### config.mk
export PLATFORM = sky130hd
export DESIGN_NAME = fffa_cell
export DESIGN_NICKNAME = d
export VERILOG_FILES = /design/src/hdl/fffa_pkg.sv /design/src/hdl/fffa_cell.sv
export SDC_FILE = /design/constraint.sdc
export NUM_CORES = 1
export LEC_CHECK = 0
export BUFFER_PORTS_ARGS = -buffer_cell sky130_fd_sc_hd__buf_2
export CORE_UTILIZATION = 42
export DETAILED_ROUTE_END_ITERATION = 8
export GPL_ROUTABILITY_DRIVEN = 0
export GPL_TIMING_DRIVEN = 0
export PLACE_DENSITY = 0.92
export SLEW_MARGIN = 10
export SYNTH_ARGS = -nofsm -noshare
export SYNTH_HDL_FRONTEND = slang
export SYNTH_SLANG_ARGS = --single-unit
export TNS_END_PERCENT = 20
### constraint.sdc
create_clock -name clk -period 3.05 [get_ports clk]
set_input_delay 0.305 -clock clk [delete_from_list [all_inputs] [get_ports clk]]
set_output_delay 0.305 -clock clk [all_outputs]
set_load 0.01 [all_outputs]
### src/hdl/fffa_pkg.sv
`default_nettype none

package fffa_pkg;

  localparam int unsigned CAPACITY_DEFAULT     = 64;
  localparam int unsigned ADDRESS_BITS_DEFAULT = 48;
  localparam int unsigned SIZE_BITS_DEFAULT    = 24;

  localparam int unsigned OPCODE_BITS     = 3;
  localparam int unsigned STATUS_BITS     = 2;
  localparam int unsigned TOTAL_BITS      = 31;
  localparam int unsigned FREE_TOTAL_BITS = 30;

  typedef enum logic [OPCODE_BITS-1:0] {
    OP_FREE         = 3'd0,
    OP_OBTAIN_SMALL = 3'd1,
    OP_OBTAIN_LARGE = 3'd2,
    OP_LOOKUP_SMALL = 3'd3,
    OP_LOOKUP_LARGE = 3'd4,
    OP_REBUILD      = 3'd5
  } op_t;

  typedef enum logic [STATUS_BITS-1:0] {
    STATUS_OK     = 2'd0,
    STATUS_NO_FIT = 2'd1,
    STATUS_FULL   = 2'd2
  } status_t;

  typedef enum logic [1:0] {
    MOVE_HOLD = 2'd0,
    MOVE_PUSH = 2'd1,
    MOVE_PULL = 2'd2
  } move_t;

  typedef struct packed {
    logic  sample;
    move_t move;
  } cell_ctl_t;

  typedef enum logic [1:0] {
    ST_IDLE = 2'b01,
    ST_EXEC = 2'b10
  } state_t;

endpackage

`default_nettype wire

### src/hdl/fffa_cell.sv
`default_nettype none

module fffa_cell #(
  parameter int unsigned ADDRESS_BITS = fffa_pkg::ADDRESS_BITS_DEFAULT,
  parameter int unsigned SIZE_BITS    = fffa_pkg::SIZE_BITS_DEFAULT
) (
  input  wire logic                    clk,
  input  wire fffa_pkg::cell_ctl_t     ctl,
  input  wire logic                    occupied,
  input  wire logic [SIZE_BITS-1:0]    req_size,
  input  wire logic [ADDRESS_BITS-1:0] prev_address,
  input  wire logic [SIZE_BITS-1:0]    prev_size,
  input  wire logic [ADDRESS_BITS-1:0] next_address,
  input  wire logic [SIZE_BITS-1:0]    next_size,
  output logic      [ADDRESS_BITS-1:0] address,
  output logic      [SIZE_BITS-1:0]    size,
  output logic                         fit
);

  always_ff @(posedge clk) begin
    if (ctl.sample) begin
      fit <= occupied && (size >= req_size);
    end
    case (ctl.move)
      fffa_pkg::MOVE_PUSH: begin
        address <= prev_address;
        size    <= prev_size;
      end
      fffa_pkg::MOVE_PULL: begin
        address <= next_address;
        size    <= next_size;
      end
      default: begin
        address <= address;
        size    <= size;
      end
    endcase
  end

endmodule

`default_nettype wire

# Yosys cells after proc, flatten, opt, wreduce, memory -nomap -nowiden
# Index checks and enable logic that the tools add are counted.
classes:
  muxes: 2
  n_eq_ne: 2
  n_reduce_logical: 2
  n_lt_le_gt_ge: 1
op_table:
  columns: ["operator", "n"]
  rows:
  - ["$pmux W48 S2", 1]
  - ["$pmux W24 S2", 1]
  - ["$ge A24 B24 Y1", 1]
  - ["$eq A2 B1 Y1 const B", 1]
  - ["$eq A2 B2 Y1 const B", 1]
  - ["$reduce_bool A2 Y1", 1]
  - ["$logic_and A1 B1 Y1", 1]
word_totals:
  reg_bits: 73
  out_inout_bits: 73
  input_bits: 173
  word_cells: 10

# Logic depth before layout (Yosys ltp)
# Gate-level depths: netlist of the first run.
logic_depth:
  depth_word: 2
  mapped_depth: 7
  mapped_depth_nobuf: 7

# Worst setup path after synthesis of the first run
# No wires, ideal clock.
synth_path:
  kind: "input to register"
  from: "input ctl[0] (netlist name)"
  to: "register address[0], enable pin"
  setup_time_ns: 0.426
  slack_ns: 0.610
  required_ns: 2.624
  n_path_buf: 0
  t_arrival_ns: 2.014
  path_stages: 3
  cell_sequence: "inv_1 ha_1 inv_1"
synth_between:
  elab_chain_len: 2
  elab_cells_between_ends: 3
synth_lines:
  columns: ["element", "line", "rtl"]
  rows:
  - ["from (decl)", "fffa_cell.sv:8", "input wire fffa_pkg::cell_ctl_t ctl,"]
  - ["$eq A2 B2 Y1 / $eq A2 B1 Y1 (equally long branches)", "fffa_cell.sv:24", "case (ctl.move)"]
  - ["$reduce_bool A2 Y1 (no source line) (*)", null, null]
  - ["to (signal assigned)", "fffa_cell.sv:26", "address <= prev_address;"]
  - ["to (signal assigned)", "fffa_cell.sv:30", "address <= next_address;"]
  - ["to (signal assigned)", "fffa_cell.sv:34", "address <= address;"]
  - ["to (decl)", "fffa_cell.sv:15", "output logic [ADDRESS_BITS-1:0] address,"]
# Every way passes the cells marked *; elsewhere a longest branch is shown, timed or not.
# A chain may end at the register's enable or synchronous reset.

# Worst setup path after layout of the first run
layout_path:
  from: "register size[2]"
  to: "register fit (data pin)"
layout_between:
  elab_chain_len: 2
layout_lines:
  columns: ["element", "line", "rtl"]
  rows:
  - ["from (decl)", "fffa_cell.sv:16", "output logic [SIZE_BITS-1:0] size,"]
  - ["from (signal assigned)", "fffa_cell.sv:27", "size <= prev_size;"]
  - ["from (signal assigned)", "fffa_cell.sv:31", "size <= next_size;"]
  - ["from (signal assigned)", "fffa_cell.sv:35", "size <= size;"]
  - ["$ge A24 B24 Y1", "fffa_cell.sv:22", "fit <= occupied && (size >= req_size);"]
  - ["$logic_and A1 B1 Y1", "fffa_cell.sv:22", null]
  - ["to (signal assigned)", "fffa_cell.sv:22", null]
  - ["to (decl)", "fffa_cell.sv:17", "output logic fit"]
# Every way passes these cells.

==> impl_metrics.prom, run 1 <==
# TYPE chip_impl_metric gauge
chip_impl_metric{name="worstMarginPinSlew",unit="ns"} 0.892
chip_impl_metric{name="cts_resized",unit=""} 0
chip_impl_info{name="clockRootBuffer",value="sky130_fd_sc_hd__clkbuf_8"} 1
chip_impl_metric{name="multi_input_gate_area_in_the_final_layout",unit="um^2"} 1330
chip_impl_metric{name="fin_area",unit="um^2"} 5220
chip_impl_info{name="ranking_of_synthesized_cells_by_area",value="sky130_fd_sc_hd__edfxtp_1 60%, sky130_fd_sc_hd__mux2_2 22%, sky130_fd_sc_hd__ha_1 8.5%"} 1
chip_impl_metric{name="filler_cell_count",unit=""} 653
chip_impl_metric{name="fin_crit_sh",unit="%"} 65.3
chip_impl_metric{name="grt_use_met1",unit="%"} 19.6
chip_impl_metric{name="synth_top_area_share",unit="%"} 59.9
chip_impl_metric{name="clk_pin_slew",unit="ns"} 0.07
chip_impl_metric{name="fp.dieH",unit="um"} 95.3
chip_impl_metric{name="die_width",unit="um"} 95.3
chip_impl_info{name="critPathCaptureType",value="register"} 1
chip_impl_metric{name="ctsHtreeMaxLevel",unit=""} 3
chip_impl_metric{name="global_route_wire_length_before_repair",unit="um"} 13400
chip_impl_metric{name="postSynthRegisterBits",unit=""} 73
chip_impl_metric{name="postRouteWirelength",unit="um"} 9360
chip_impl_metric{name="grt_overflow",unit=""} 0
chip_impl_metric{name="p_leak",unit="nW"} 2.50
chip_impl_metric{name="drt_iter0_markers",unit=""} 64
chip_impl_metric{name="port_buffers",unit=""} 245
chip_impl_metric{name="dp.final_hpwl",unit="um"} 7550
chip_impl_metric{name="timing.final.max_slew_violations",unit=""} 0
chip_impl_info{name="worstSetupStartpointType",value="register"} 1
chip_impl_metric{name="nets",unit=""} 692
chip_impl_info{name="holdCritPathClass",value="in2reg"} 1
chip_impl_metric{name="post_syn_area_per_cell",unit="um^2"} 15.4
chip_impl_metric{name="finalClockSkew",unit="ns"} 0.00901
chip_impl_metric{name="top_level_ports",unit=""} 246
chip_impl_info{name="netlist.top_cell.by_area",value="sky130_fd_sc_hd__edfxtp_1"} 1
chip_impl_metric{name="timing.critical_path.required",unit="ns"} 3.12
chip_impl_metric{name="final_period_minus_worst_setup_slack",unit="ns"} 1.99
chip_impl_metric{name="initial_utilization",unit="%"} 43.9
chip_impl_metric{name="detail_route.drc_violations",unit=""} 0
chip_impl_info{name="worstPathCellList",value="ha_1 -> a211o_1 -> a31oi_1 -> o221ai_1 -> a311oi_1 -> a21boi_1"} 1
chip_impl_metric{name="post_route_cells_drive_above_1_share",unit="%"} 67.7
chip_impl_metric{name="initial_antenna_violation_count",unit=""} 0
chip_impl_metric{name="max-cap-violations",unit=""} 0
chip_impl_metric{name="pwr_density_cell",unit="nW/um^2"} 523
chip_impl_metric{name="comb_power_share",unit="%"} 21.9
chip_impl_metric{name="critPathMaxStageDelay",unit="ns"} 0.40
chip_impl_metric{name="syn_nets",unit=""} 436
chip_impl_metric{name="setup-tns-final",unit="ns"} 0
chip_impl_metric{name="grtUsageMet2",unit="%"} 40.1
chip_impl_info{name="criticalPathCategory",value="reg2reg"} 1
chip_impl_metric{name="wl_per_cell",unit="um"} 15.5
chip_impl_metric{name="synthToLayoutAreaGrowth",unit="%"} 42.7
chip_impl_metric{name="clockPowerShare",unit="%"} 29.3
chip_impl_metric{name="worst_ir_drop_vdd",unit="mV"} 0.325
chip_impl_metric{name="sw_frac_of_total",unit="%"} 25.6
chip_impl_metric{name="worst_skew_pair.late_latency",unit="ns"} 0.33
chip_impl_metric{name="timing.final.hold_violations",unit=""} 0
chip_impl_metric{name="grt_start_max_net_pins",unit=""} 73
chip_impl_metric{name="first_global_vias",unit=""} 3007
chip_impl_metric{name="synth.yosys.warnings",unit=""} 0
chip_impl_metric{name="firstDrtPassIters",unit=""} 5
chip_impl_metric{name="cts_post_setup_buffers_inserted",unit=""} 0
chip_impl_info{name="tritoncts",value="built"} 1
chip_impl_metric{name="worstPathArrival",unit="ns"} 2.06
chip_impl_metric{name="groute.usage.overall",unit="%"} 20.3
chip_impl_metric{name="dr_total_vias",unit=""} 2943
chip_impl_metric{name="p_int",unit="W"} 0.00203
chip_impl_metric{name="postRouteAntennaNets",unit=""} 0
chip_impl_metric{name="report.final.setup_viol",unit=""} 0
chip_impl_metric{name="synth_area",unit="um^2"} 3660
chip_impl_info{name="unrepaired_setup_endpoints_after_global_routing",value="no"} 1
chip_impl_metric{name="cts_made_buffers",unit=""} 9
chip_impl_metric{name="placed_cell_area",unit="um^2"} 5020
chip_impl_info{name="critical_path.slowest_cell",value="sky130_fd_sc_hd__edfxtp_1"} 1
chip_impl_metric{name="cell_variety_after_synth",unit=""} 22
chip_impl_metric{name="clock_sink_count",unit=""} 73
chip_impl_metric{name="postCtsHoldBufs",unit=""} 0
chip_impl_metric{name="netSwitchingPower",unit="W"} 0.000698
chip_impl_metric{name="placeableCoreArea",unit="um^2"} 8340
chip_impl_metric{name="clock.fmax",unit="GHz"} 0.502
chip_impl_metric{name="cts.path.max_buffers",unit=""} 2
chip_impl_metric{name="post_drt_via_cell_ratio",unit=""} 4.87
chip_impl_info{name="global_route.peak_usage_layer",value="met2"} 1
chip_impl_metric{name="slew_headroom",unit="%"} 40.5
chip_impl_metric{name="synth.yosys.seq_area_share",unit="%"} 59.9
chip_impl_metric{name="seq_area",unit="um^2"} 2190
chip_impl_metric{name="seq_power_share",unit="%"} 48.8
chip_impl_metric{name="critPathMaxFanout",unit=""} 2
chip_impl_metric{name="post_synth_inst_count",unit=""} 238
chip_impl_metric{name="die-area",unit="um^2"} 9090
chip_impl_metric{name="num_antenna_cells",unit=""} 0
chip_impl_metric{name="fp-row-count",unit=""} 33
chip_impl_metric{name="grtUsageMet3",unit="%"} 6.38
chip_impl_info{name="status",value="finished clean"} 1
==> path summary, 6_finish.rpt <==
| check | start | endpoint | slack, ns | depth (start not counted) |
|---|---|---|---|---|
| setup / recovery | size[2]$_DFFE_PP_ | fit$_DFFE_PP_ | 1.06 | 6 |
| hold reg to reg | size[23]$_DFFE_PP_ | fit$_DFFE_PP_ | 0.85 | 3 |
| hold / removal | ctl[2] | fit$_DFFE_PP_ | 0.19 | 1 |
| setup reg to reg | size[2]$_DFFE_PP_ | fit$_DFFE_PP_ | 1.06 | 6 |
==> cells in the mapped netlist <==
cell                       instances
sky130_fd_sc_hd__edfxtp_1         73
sky130_fd_sc_hd__mux2_2           72
sky130_fd_sc_hd__inv_1            26
sky130_fd_sc_hd__ha_1             25
sky130_fd_sc_hd__a21oi_1           8
sky130_fd_sc_hd__buf_2             7
sky130_fd_sc_hd__nand2_1           6
sky130_fd_sc_hd__a21o_1            3
sky130_fd_sc_hd__nor2_1            3
sky130_fd_sc_hd__nand4_1           2
sky130_fd_sc_hd__o21ai_0           2
sky130_fd_sc_hd__a211o_1           1
sky130_fd_sc_hd__a21boi_1          1
sky130_fd_sc_hd__a222oi_1          1
sky130_fd_sc_hd__a311oi_1          1
sky130_fd_sc_hd__a31oi_1           1
sky130_fd_sc_hd__clkbuf_1          1
sky130_fd_sc_hd__nand2b_1          1
sky130_fd_sc_hd__nand3_1           1
sky130_fd_sc_hd__nor4_4            1
sky130_fd_sc_hd__o221ai_1          1
sky130_fd_sc_hd__or3_1             1
==> final cells by class <==
class	instances	share of cell area [%]
clock buffer	13	2.66
buffer	8	0.743
tap	105	2.51
clock inverter	3	1.25
sequential	73	42.0
inverter	26	1.92
multi-input combinational	131	25.5
timing repair buffer	245	23.5
==> sequential cells by signal, summed over array words and instances, names as in the netlist <==
name,cells
fit,1
size,24
address,48
==> power groups by stage <==
stage	combinational [W]	sequential (W)	clock, W
2_1_floorplan	0.000218	0.00143	0
3_3_place_gp	0.000580	0.00135	0
3_5_place_dp	0.000607	0.00136	0
4_1_cts	0.000608	0.00134	0.000818
5_1_grt	0.000656	0.00135	0.000852
6_report	0.000599	0.00133	0.000800
==> stage by stage <==
step | total power, W | hold WS (ns) | cells | utilization (%) | worst slack (ns)
floorplan | 0.00165 | 0.417 | 238 | - | 0.610
global placement | 0.00193 | 0.524 | 588 | 60.2 | 0.0118
detailed placement | 0.00196 | 0.523 | 588 | 60.2 | 0.877
CTS | 0.00276 | 0.172 | 604 | 62.6 | 1.04
global route | 0.00286 | 0.157 | 604 | 62.6 | 0.989
finish | 0.00273 | 0.186 | 604 | 62.6 | 1.06
==> placed cells by master (no fill, tap or decap) <==
master / n
sky130_fd_sc_hd__mux2_2: 72
sky130_fd_sc_hd__ha_1: 25
sky130_fd_sc_hd__nor2_1: 3
sky130_fd_sc_hd__o21ai_0: 2
sky130_fd_sc_hd__bufinv_16: 2
sky130_fd_sc_hd__inv_4: 1
sky130_fd_sc_hd__a21oi_1: 8
sky130_fd_sc_hd__clkinv_2: 1
sky130_fd_sc_hd__clkbuf_8: 9
sky130_fd_sc_hd__a31oi_1: 1
sky130_fd_sc_hd__nand2b_1: 1
sky130_fd_sc_hd__a211o_1: 1
sky130_fd_sc_hd__nor4_4: 1
sky130_fd_sc_hd__buf_2: 252
sky130_fd_sc_hd__a222oi_1: 1
sky130_fd_sc_hd__nand2_1: 6
sky130_fd_sc_hd__a21boi_1: 1
sky130_fd_sc_hd__a311oi_1: 1
sky130_fd_sc_hd__nand4_1: 2
sky130_fd_sc_hd__inv_1: 25
sky130_fd_sc_hd__edfxtp_1: 73
sky130_fd_sc_hd__o221ai_1: 1
sky130_fd_sc_hd__nand3_1: 1
sky130_fd_sc_hd__clkbuf_1: 5
sky130_fd_sc_hd__or3_1: 1
sky130_fd_sc_hd__a21o_1: 3
==> worst max-delay path, delay by kind of cell (launching register included) <==
kind,cells,cell delay (ns)
DFF,1,0.40
adders and majority gates,1,0.31
AOI/OAI and AO/OA,5,1.02
==> logic make-up (layout without fill, tap and decap cells) <==
family | after synthesis | after routing | synth area share (%)
simple gates | 15 | 15 | 2.32
mux | 72 | 72 | 22.2
buf+inv | 34 | 295 | 3.73
fa+ha+maj | 25 | 25 | 8.55
flops | 73 | 73 | 59.9
compound gates | 19 | 19 | 3.35
==> layer usage <==
metal  vias up  part of all wire [%]
met5         -                     0
met4         0                   1.2
met3        11                   7.7
met2       167                    55
met1      1358                    36
li1       1407                     -
No activity file was read; power rests on OpenSTA's default activity.
==> run 2: changes to the inputs <==
--- a/config.mk
+++ b/config.mk
@@ -6,11 +6,11 @@
 export NUM_CORES = 1
 export LEC_CHECK = 0
 export BUFFER_PORTS_ARGS = -buffer_cell sky130_fd_sc_hd__buf_2
-export CORE_UTILIZATION = 42
+export CORE_UTILIZATION = 38
 export DETAILED_ROUTE_END_ITERATION = 8
 export GPL_ROUTABILITY_DRIVEN = 0
 export GPL_TIMING_DRIVEN = 0
-export PLACE_DENSITY = 0.92
+export PLACE_DENSITY = 0.88
 export SLEW_MARGIN = 10
 export SYNTH_ARGS = -nofsm -noshare
 export SYNTH_HDL_FRONTEND = slang
==> constraint.sdc (replaced) <==
create_clock -name clk -period 1.8 [get_ports clk]
set_input_delay 0.18 -clock clk [delete_from_list [all_inputs] [get_ports clk]]
set_output_delay 0.18 -clock clk [all_outputs]
set_load 0.01 [all_outputs]
==> impl_metrics.prom, run 2 (synthesis results as in run 1) <==
# TYPE chip_impl_metric gauge
chip_impl_metric{name="slew_headroom",unit="%"} 46.5
chip_impl_metric{name="pwr_density_cell",unit="nW/um^2"} 901
chip_impl_info{name="critPathCaptureType",value="register"} 1
chip_impl_metric{name="fin_crit_sh",unit="%"} 109
chip_impl_metric{name="die_width",unit="um"} 100
chip_impl_metric{name="placeableCoreArea",unit="um^2"} 9280
chip_impl_metric{name="final_period_minus_worst_setup_slack",unit="ns"} 1.96
chip_impl_metric{name="grt_start_max_net_pins",unit=""} 38
chip_impl_metric{name="finalClockSkew",unit="ns"} 0.0104
chip_impl_info{name="worstPathCellList",value="ha_4 -> a211o_1 -> a31oi_1 -> o221ai_1 -> a311oi_1 -> a21boi_1"} 1
chip_impl_metric{name="detail_route.drc_violations",unit=""} 0
chip_impl_metric{name="post_drt_via_cell_ratio",unit=""} 4.66
chip_impl_metric{name="largest_register_ffs",unit=""} 48
chip_impl_metric{name="num_antenna_cells",unit=""} 0
chip_impl_metric{name="drt_iter0_markers",unit=""} 98
chip_impl_info{name="regMostFlops",value="address"} 1
chip_impl_metric{name="first_global_vias",unit=""} 2922
chip_impl_metric{name="worstPathArrival",unit="ns"} 2.04
chip_impl_metric{name="grt_overflow",unit=""} 0
chip_impl_metric{name="initial_utilization",unit="%"} 39.4
chip_impl_metric{name="dpl_worst_slack",unit="ns"} -0.194
chip_impl_info{name="criticalPathCategory",value="reg2reg"} 1
chip_impl_metric{name="synthToLayoutAreaGrowth",unit="%"} 45.8
chip_impl_metric{name="nets",unit=""} 693
chip_impl_metric{name="dpl.cell_count",unit=""} 613
chip_impl_metric{name="fp-row-count",unit=""} 35
chip_impl_metric{name="ctsHtreeMaxLevel",unit=""} 3
chip_impl_metric{name="initial_antenna_violation_count",unit=""} 0
chip_impl_metric{name="cts.path.max_buffers",unit=""} 2
chip_impl_metric{name="clk_pin_slew",unit="ns"} 0.08
chip_impl_metric{name="worst_hold_margin",unit="ns"} 0.0582
chip_impl_metric{name="clock.fmax",unit="GHz"} 0.510
chip_impl_info{name="holdCritPathClass",value="in2reg"} 1
chip_impl_info{name="status",value="complete, but fails checks"} 1
chip_impl_info{name="worst_path_top_cell_family_by_delay",value="compound AO/OA/AOI/OAI gates"} 1
chip_impl_metric{name="max-cap-violations",unit=""} 0
chip_impl_metric{name="postRouteAntennaNets",unit=""} 0
chip_impl_metric{name="clock_sink_count",unit=""} 73
chip_impl_info{name="holdPathEnd",value="fit$_DFFE_PP_"} 1
chip_impl_metric{name="path_buf_inv",unit=""} 0
chip_impl_metric{name="global_route_wire_length_before_repair",unit="um"} 13600
chip_impl_info{name="r2r_end",value="fit$_DFFE_PP_"} 1
chip_impl_metric{name="dr_total_vias",unit=""} 2929
chip_impl_metric{name="die-area",unit="um^2"} 10000
chip_impl_metric{name="timing.hold.worst_path_depth",unit=""} 1
chip_impl_metric{name="cts_made_buffers",unit=""} 9
chip_impl_info{name="worstHoldStart",value="ctl[2]"} 1
chip_impl_info{name="critical_path.slowest_cell",value="sky130_fd_sc_hd__edfxtp_1"} 1
chip_impl_info{name="worstSetupStartpointType",value="register"} 1
chip_impl_metric{name="postCtsHoldBufs",unit=""} 0
chip_impl_metric{name="timing.final.max_slew_violations",unit=""} 0
chip_impl_metric{name="post_route_cells_drive_above_1_share",unit="%"} 68.8
chip_impl_metric{name="critPathMaxFanout",unit=""} 2
chip_impl_metric{name="postRouteWirelength",unit="um"} 9380
chip_impl_metric{name="worst_slack",unit="ns"} -0.159
chip_impl_metric{name="dp.final_hpwl",unit="um"} 7450
chip_impl_info{name="reg.largest.list",value="address: 48 flops, size: 24 flops, fit: 1 flops"} 1
chip_impl_metric{name="r2r.worst_path.cells",unit=""} 6
chip_impl_metric{name="setup-tns-final",unit="ns"} -0.159
chip_impl_metric{name="wl_per_cell",unit="um"} 14.9
chip_impl_info{name="layout_common_cells",value="252 x sky130_fd_sc_hd__buf_2, 73 x sky130_fd_sc_hd__edfxtp_1, 72 x sky130_fd_sc_hd__mux2_2, 24 x sky130_fd_sc_hd__inv_1, 23 x sky130_fd_sc_hd__ha_1"} 1
chip_impl_info{name="cp-startpoint",value="size[2]$_DFFE_PP_"} 1
chip_impl_metric{name="firstDrtPassIters",unit=""} 4
chip_impl_info{name="tritoncts",value="built"} 1
chip_impl_metric{name="report.final.setup_viol",unit=""} 1
chip_impl_metric{name="p_leak",unit="nW"} 2.52
chip_impl_info{name="violated_checks",value="setup timing"} 1
chip_impl_metric{name="worst_skew_pair.late_latency",unit="ns"} 0.34
chip_impl_metric{name="port_buffers",unit=""} 245
chip_impl_metric{name="final_util",unit="%"} 57.5
chip_impl_metric{name="top_level_ports",unit=""} 246
chip_impl_metric{name="timing.critical_path.required",unit="ns"} 1.88
chip_impl_metric{name="finish.cell_count_without_fillers",unit=""} 629
chip_impl_info{name="unrepaired_setup_endpoints_after_global_routing",value="yes"} 1
chip_impl_metric{name="groute.usage.overall",unit="%"} 18.0
chip_impl_metric{name="worst-r2r-setup-slack",unit="ns"} -0.16
chip_impl_info{name="regToRegStartpoint",value="size[2]$_DFFE_PP_"} 1
chip_impl_metric{name="cts_post_setup_buffers_inserted",unit=""} 0
chip_impl_metric{name="timing.final.hold_violations",unit=""} 0
chip_impl_info{name="final_common_cell",value="sky130_fd_sc_hd__buf_2"} 1
chip_impl_metric{name="worst_ir_drop_vdd",unit="mV"} 0.592
chip_impl_metric{name="critPathMaxStageDelay",unit="ns"} 0.44
chip_impl_info{name="clockRootBuffer",value="sky130_fd_sc_hd__clkbuf_8"} 1
chip_impl_metric{name="worstMarginPinSlew",unit="ns"} 0.802
chip_impl_metric{name="fp.dieH",unit="um"} 100
==> run 2: changes by cell type in the layout (fill, tap and decap cells not counted), moves of 2 or more <==
cell and delta:
sky130_fd_sc_hd__ha_1 -2, sky130_fd_sc_hd__ha_4 +2, sky130_fd_sc_hd__clkbuf_1 -3, sky130_fd_sc_hd__clkinvlp_4 +2
==> run 2: per-layer routing <==
layer / up-vias / global-route usage, % / routed length [um]
met4: 0 / 7.80 / 213
met2: 135 / 33.2 / 5040
met5: - / 0 / 0
li1: 1405 / - / -
met1: 1371 / 19.4 / 3550
met3: 18 / 4.60 / 573
==> run 2: report_power, final <==
part           leakage [nW]  switching (W)  internal, W  total [W]
Combinational          1.69       0.000523     0.000511    0.00103
Clock                 0.114       0.000611     0.000915    0.00153
Sequential            0.715      0.0000850      0.00217    0.00225
Total                  2.52        0.00122      0.00359    0.00481
==> run 2: area by class of cell <==
type | count | area (um^2)
fill | 812 | 3950
sequential | 73 | 2190
multi-input combinational | 131 | 1360
timing repair buffer | 246 | 1250
tap | 129 | 161
clock buffer | 10 | 128
inverter | 26 | 109
clock inverter | 6 | 106
buffer | 8 | 38.8
==> run 2: worst max path at each step <==
stage	slack, ns	cells after the start	end
after floorplan	-0.07	3	address[0]$_DFFE_PP_
after global placement	-0.63	4	size[9]$_DFFE_PP_
after detailed placement	-0.19	6	size[8]$_DFFE_PP_
after CTS	-0.14	6	fit$_DFFE_PP_
after global routing	-0.21	6	fit$_DFFE_PP_
final	-0.16	6	fit$_DFFE_PP_
==> run 2: stage by stage <==
step / area [um^2] / power, W
final: 5340 / 0.00481
after global routing: 5340 / 0.00504
after CTS: 5330 / 0.00486
after detailed placement: 5090 / 0.00333
after global placement: 5070 / 0.00327
after floorplan: 3680 / 0.00279
==> run 2: what timing repair did <==
action                                  4_1_cts  5_1_grt
endpoints found under the hold margin         0        0
gates resized for setup                       0        1
pin swaps                                     0        5
endpoints found under the setup margin        1        1
==> run 3: changes to the inputs <==
--- a/config.mk
+++ b/config.mk
@@ -5,12 +5,13 @@
 export SDC_FILE = /design/constraint.sdc
 export NUM_CORES = 1
 export LEC_CHECK = 0
+export ABC_AREA = 1
 export BUFFER_PORTS_ARGS = -buffer_cell sky130_fd_sc_hd__buf_2
-export CORE_UTILIZATION = 38
+export CORE_UTILIZATION = 40
 export DETAILED_ROUTE_END_ITERATION = 8
 export GPL_ROUTABILITY_DRIVEN = 0
 export GPL_TIMING_DRIVEN = 0
-export PLACE_DENSITY = 0.88
+export PLACE_DENSITY = 0.89
 export SLEW_MARGIN = 10
 export SYNTH_ARGS = -nofsm -noshare
 export SYNTH_HDL_FRONTEND = slang
==> impl_metrics.prom, run 3 <==
# TYPE chip_impl_metric gauge
chip_impl_info{name="status",value="finished clean"} 1
chip_impl_info{name="critical_path.slowest_cell",value="sky130_fd_sc_hd__clkinvlp_4"} 1
chip_impl_metric{name="timing.final.max_slew_violations",unit=""} 0
chip_impl_metric{name="netSwitchingPower",unit="W"} 0.00128
chip_impl_metric{name="num_antenna_cells",unit=""} 0
chip_impl_metric{name="worst-r2r-setup-slack",unit="ns"} 0.22
chip_impl_metric{name="initial_antenna_violation_count",unit=""} 0
chip_impl_metric{name="synth_top_area_share",unit="%"} 53.7
chip_impl_metric{name="clockPowerShare",unit="%"} 23.8
chip_impl_info{name="r2r_end",value="fit$_DFFE_PP_"} 1
chip_impl_metric{name="final_util",unit="%"} 57.8
chip_impl_metric{name="report.final.setup_viol",unit=""} 0
chip_impl_metric{name="fp-row-count",unit=""} 36
chip_impl_info{name="layout_common_cells",value="245 x sky130_fd_sc_hd__buf_2, 73 x sky130_fd_sc_hd__edfxtp_1, 70 x sky130_fd_sc_hd__mux2_4, 37 x sky130_fd_sc_hd__inv_1, 26 x sky130_fd_sc_hd__nand2_1"} 1
chip_impl_metric{name="synthToLayoutAreaGrowth",unit="%"} 38.9
chip_impl_info{name="yosys.cell_count.top_type",value="sky130_fd_sc_hd__edfxtp_1"} 1
chip_impl_metric{name="die_width",unit="um"} 103
chip_impl_info{name="netlist.top_cell.by_area",value="sky130_fd_sc_hd__edfxtp_1"} 1
chip_impl_metric{name="post_route_cells_drive_above_1_share",unit="%"} 65.4
chip_impl_metric{name="nets",unit=""} 728
chip_impl_metric{name="post_synth_inst_count",unit=""} 273
chip_impl_metric{name="die-area",unit="um^2"} 10600
chip_impl_metric{name="synth.yosys.warnings",unit=""} 0
chip_impl_metric{name="worstPathArrival",unit="ns"} 1.72
chip_impl_info{name="ranking_of_synthesized_cells_by_area",value="sky130_fd_sc_hd__edfxtp_1 54%, sky130_fd_sc_hd__mux2_4 26%, sky130_fd_sc_hd__ha_1 7.7%"} 1
chip_impl_metric{name="cts_post_setup_buffers_inserted",unit=""} 0
chip_impl_metric{name="top_level_ports",unit=""} 246
chip_impl_metric{name="count_of_flip_flops_with_a_built_in_enable_after_synthesis",unit=""} 73
chip_impl_metric{name="sw_frac_of_total",unit="%"} 28.1
chip_impl_metric{name="clock.fmax",unit="GHz"} 0.607
chip_impl_metric{name="synthArstFlopShare",unit="%"} 0
chip_impl_info{name="holdCritPathClass",value="in2reg"} 1
chip_impl_metric{name="timing.critical_path.required",unit="ns"} 1.87
chip_impl_metric{name="final_period_minus_worst_setup_slack",unit="ns"} 1.65
chip_impl_metric{name="postRouteWirelength",unit="um"} 10200
chip_impl_metric{name="worst_skew_pair.late_latency",unit="ns"} 0.35
chip_impl_metric{name="max-cap-violations",unit=""} 0
chip_impl_metric{name="post_syn_area_per_cell",unit="um^2"} 15.0
chip_impl_metric{name="filler_cell_count",unit=""} 823
chip_impl_info{name="worstPathCellList",value="buf_2 -> inv_8 -> ha_4 -> clkinvlp_4 -> buf_12"} 1
chip_impl_metric{name="slew_headroom",unit="%"} 46.7
chip_impl_metric{name="ctsHtreeMaxLevel",unit=""} 3
chip_impl_metric{name="dpl.cell_count",unit=""} 652
chip_impl_metric{name="placeableCoreArea",unit="um^2"} 9820
chip_impl_metric{name="largest_register_ffs",unit=""} 48
chip_impl_metric{name="seq_power_share",unit="%"} 49.6
chip_impl_metric{name="worst_ir_drop_vdd",unit="mV"} 0.458
chip_impl_metric{name="finish.cell_count_without_fillers",unit=""} 668
chip_impl_metric{name="firstDrtPassIters",unit=""} 4
chip_impl_metric{name="synth_area",unit="um^2"} 4090
chip_impl_info{name="holdPathEnd",value="fit$_DFFE_PP_"} 1
chip_impl_metric{name="critPathMaxFanout",unit=""} 37
chip_impl_metric{name="fin_crit_sh",unit="%"} 91.5
chip_impl_metric{name="global_route_wire_length_before_repair",unit="um"} 14600
chip_impl_metric{name="postCtsHoldBufs",unit=""} 0
chip_impl_info{name="worstSetupStartpointType",value="input pin"} 1
chip_impl_metric{name="postSynthRegisterBits",unit=""} 73
chip_impl_metric{name="postRouteAntennaNets",unit=""} 0
chip_impl_info{name="worstHoldStart",value="ctl[2]"} 1
chip_impl_metric{name="finalClockSkew",unit="ns"} 0.00534
chip_impl_metric{name="worstMarginPinSlew",unit="ns"} 0.798
chip_impl_metric{name="setup-tns-final",unit="ns"} 0
chip_impl_metric{name="p_int",unit="W"} 0.00327
chip_impl_metric{name="dp.final_hpwl",unit="um"} 8340
chip_impl_metric{name="initial_utilization",unit="%"} 41.6
chip_impl_metric{name="synth.yosys.seq_area_share",unit="%"} 53.7
chip_impl_metric{name="timing.hold.worst_path_depth",unit=""} 1
chip_impl_metric{name="clock_sink_count",unit=""} 73
chip_impl_metric{name="seq_area",unit="um^2"} 2190
chip_impl_metric{name="dr_total_vias",unit=""} 3073
chip_impl_metric{name="clk_pin_slew",unit="ns"} 0.07
chip_impl_info{name="regMostFlops",value="address"} 1
chip_impl_metric{name="port_buffers",unit=""} 245
chip_impl_metric{name="pwr_density_cell",unit="nW/um^2"} 800
chip_impl_metric{name="comb_power_share",unit="%"} 26.6
chip_impl_info{name="reg.largest.list",value="address: 48 flops, size: 24 flops, fit: 1 flops"} 1
chip_impl_info{name="clockRootBuffer",value="sky130_fd_sc_hd__clkbuf_8"} 1
chip_impl_metric{name="syn_nets",unit=""} 471
chip_impl_metric{name="cell_variety_after_synth",unit=""} 19
chip_impl_metric{name="cts.path.max_buffers",unit=""} 2
chip_impl_info{name="tritoncts",value="built"} 1
chip_impl_info{name="unrepaired_setup_endpoints_after_global_routing",value="no"} 1
chip_impl_info{name="regToRegStartpoint",value="size[15]$_DFFE_PP_"} 1
chip_impl_metric{name="groute.usage.overall",unit="%"} 18.8
chip_impl_metric{name="drt_iter0_markers",unit=""} 69
chip_impl_metric{name="critPathMaxStageDelay",unit="ns"} 0.62
chip_impl_metric{name="fp.dieH",unit="um"} 103
chip_impl_metric{name="timing.final.hold_violations",unit=""} 0
chip_impl_metric{name="grt_start_max_net_pins",unit=""} 38
chip_impl_metric{name="cts_resized",unit=""} 0
chip_impl_info{name="criticalPathCategory",value="in2reg"} 1
chip_impl_info{name="synth_top_flop_cell",value="sky130_fd_sc_hd__edfxtp_1"} 1
chip_impl_metric{name="grt_overflow",unit=""} 0
chip_impl_info{name="critPathCaptureType",value="register"} 1
chip_impl_metric{name="wl_per_cell",unit="um"} 15.3
chip_impl_metric{name="multi_input_gate_area_in_the_final_layout",unit="um^2"} 1670
chip_impl_metric{name="power.total",unit="W"} 0.00454
chip_impl_metric{name="r2r.worst_path.cells",unit=""} 8
chip_impl_metric{name="p_leak",unit="nW"} 2.88
chip_impl_metric{name="post_drt_via_cell_ratio",unit=""} 4.60
chip_impl_metric{name="cts_made_buffers",unit=""} 9
chip_impl_metric{name="first_global_vias",unit=""} 3250
chip_impl_info{name="final_common_cell",value="sky130_fd_sc_hd__buf_2"} 1
chip_impl_info{name="netlist_top_cells_count",value="73 x sky130_fd_sc_hd__edfxtp_1, 70 x sky130_fd_sc_hd__mux2_4, 39 x sky130_fd_sc_hd__inv_1"} 1
chip_impl_metric{name="detail_route.drc_violations",unit=""} 0
==> run 3: cell count changes after synthesis, moves of 2 or more <==
cell / previous run / this run
sky130_fd_sc_hd__nor2_1: 3 / 6
sky130_fd_sc_hd__inv_1: 26 / 39
sky130_fd_sc_hd__nand2_1: 6 / 26
sky130_fd_sc_hd__mux2_4: 0 / 70
sky130_fd_sc_hd__mux2_2: 72 / 2
sky130_fd_sc_hd__a21o_1: 3 / 1
sky130_fd_sc_hd__buf_2: 7 / 0
sky130_fd_sc_hd__nand4_1: 2 / 0
sky130_fd_sc_hd__nand2_2: 0 / 3
sky130_fd_sc_hd__nand3_1: 1 / 4
sky130_fd_sc_hd__buf_6: 0 / 7
sky130_fd_sc_hd__nor2_2: 0 / 3
==> run 3: layout make-up <==
type	count	area share (%)
Sequential cell	73	38.6
Clock inverter	5	0.397
Multi-Input combinational cell	152	29.4
Tap cell	133	2.93
Clock buffer	11	2.31
Timing Repair Buffer	246	22.0
Buffer	8	1.52
Inverter	40	2.84
==> run 3: worst max path at each step <==
stage	slack, ns	to	from	depth (start not counted)
finish	0.15	size[8]$_DFFE_PP_	ctl[0]	5
global route	0.09	size[1]$_DFFE_PP_	ctl[0]	5
CTS	0.16	size[2]$_DFFE_PP_	ctl[0]	5
detailed placement	-0.22	size[10]$_DFFE_PP_	ctl[0]	5
global placement	-0.64	size[10]$_DFFE_PP_	ctl[0]	4
floorplan	-0.07	address[0]$_DFFE_PP_	ctl[0]	3
==> run 3: cells by family (layout without fill, tap and decap cells) <==
kind of cell    count (synthesis)  count (layout)  share of synthesized area [%]
compound gates                 11              11                           1.47
fa+ha+maj                      25              25                           7.66
buf+inv                        48             310                           5.79
flops                          73              73                           53.7
mux                            72              72                           26.3
simple gates                   44              44                           5.15
==> run 3: worst max-delay path, delay by kind of cell <==
kind / cells / cell delay, ns
adders and majority gates: 1 / 0.26
buffers and inverters: 4 / 1.24
==> run 3: per-stage QoR <==
| step | hold WS [ns] | worst slack, ns | area, um^2 |
|---|---|---|---|
| 6_report | 0.0402 | 0.154 | 5680 |
| 5_1_grt | 0.0181 | 0.0940 | 5680 |
| 2_1_floorplan | 0.292 | -0.0653 | 4110 |
| 4_1_cts | 0.0152 | 0.159 | 5680 |
| 3_3_place_gp | 0.392 | -0.639 | 5500 |
| 3_5_place_dp | 0.390 | -0.222 | 5520 |
==> run 3: per-layer routing <==
layer  share of wire (%)  vias to the layer above  track usage [%]
met5                   0                        -                0
met4                 1.5                        0             6.39
met3                 7.0                       13             5.56
met2                  55                      149             37.4
met1                  36                     1432             18.1
li1                    -                     1479                -
==> run 3: power by group through the flow <==
| stage | logic [W] | clock network, W | registers [W] |
|---|---|---|---|
| after floorplan | 0.000534 | 0 | 0.00242 |
| after global placement | 0.00116 | 0 | 0.00228 |
| after detailed placement | 0.00122 | 0 | 0.00229 |
| after CTS | 0.00123 | 0.00111 | 0.00226 |
| after global routing | 0.00133 | 0.00118 | 0.00227 |
| final | 0.00121 | 0.00108 | 0.00225 |
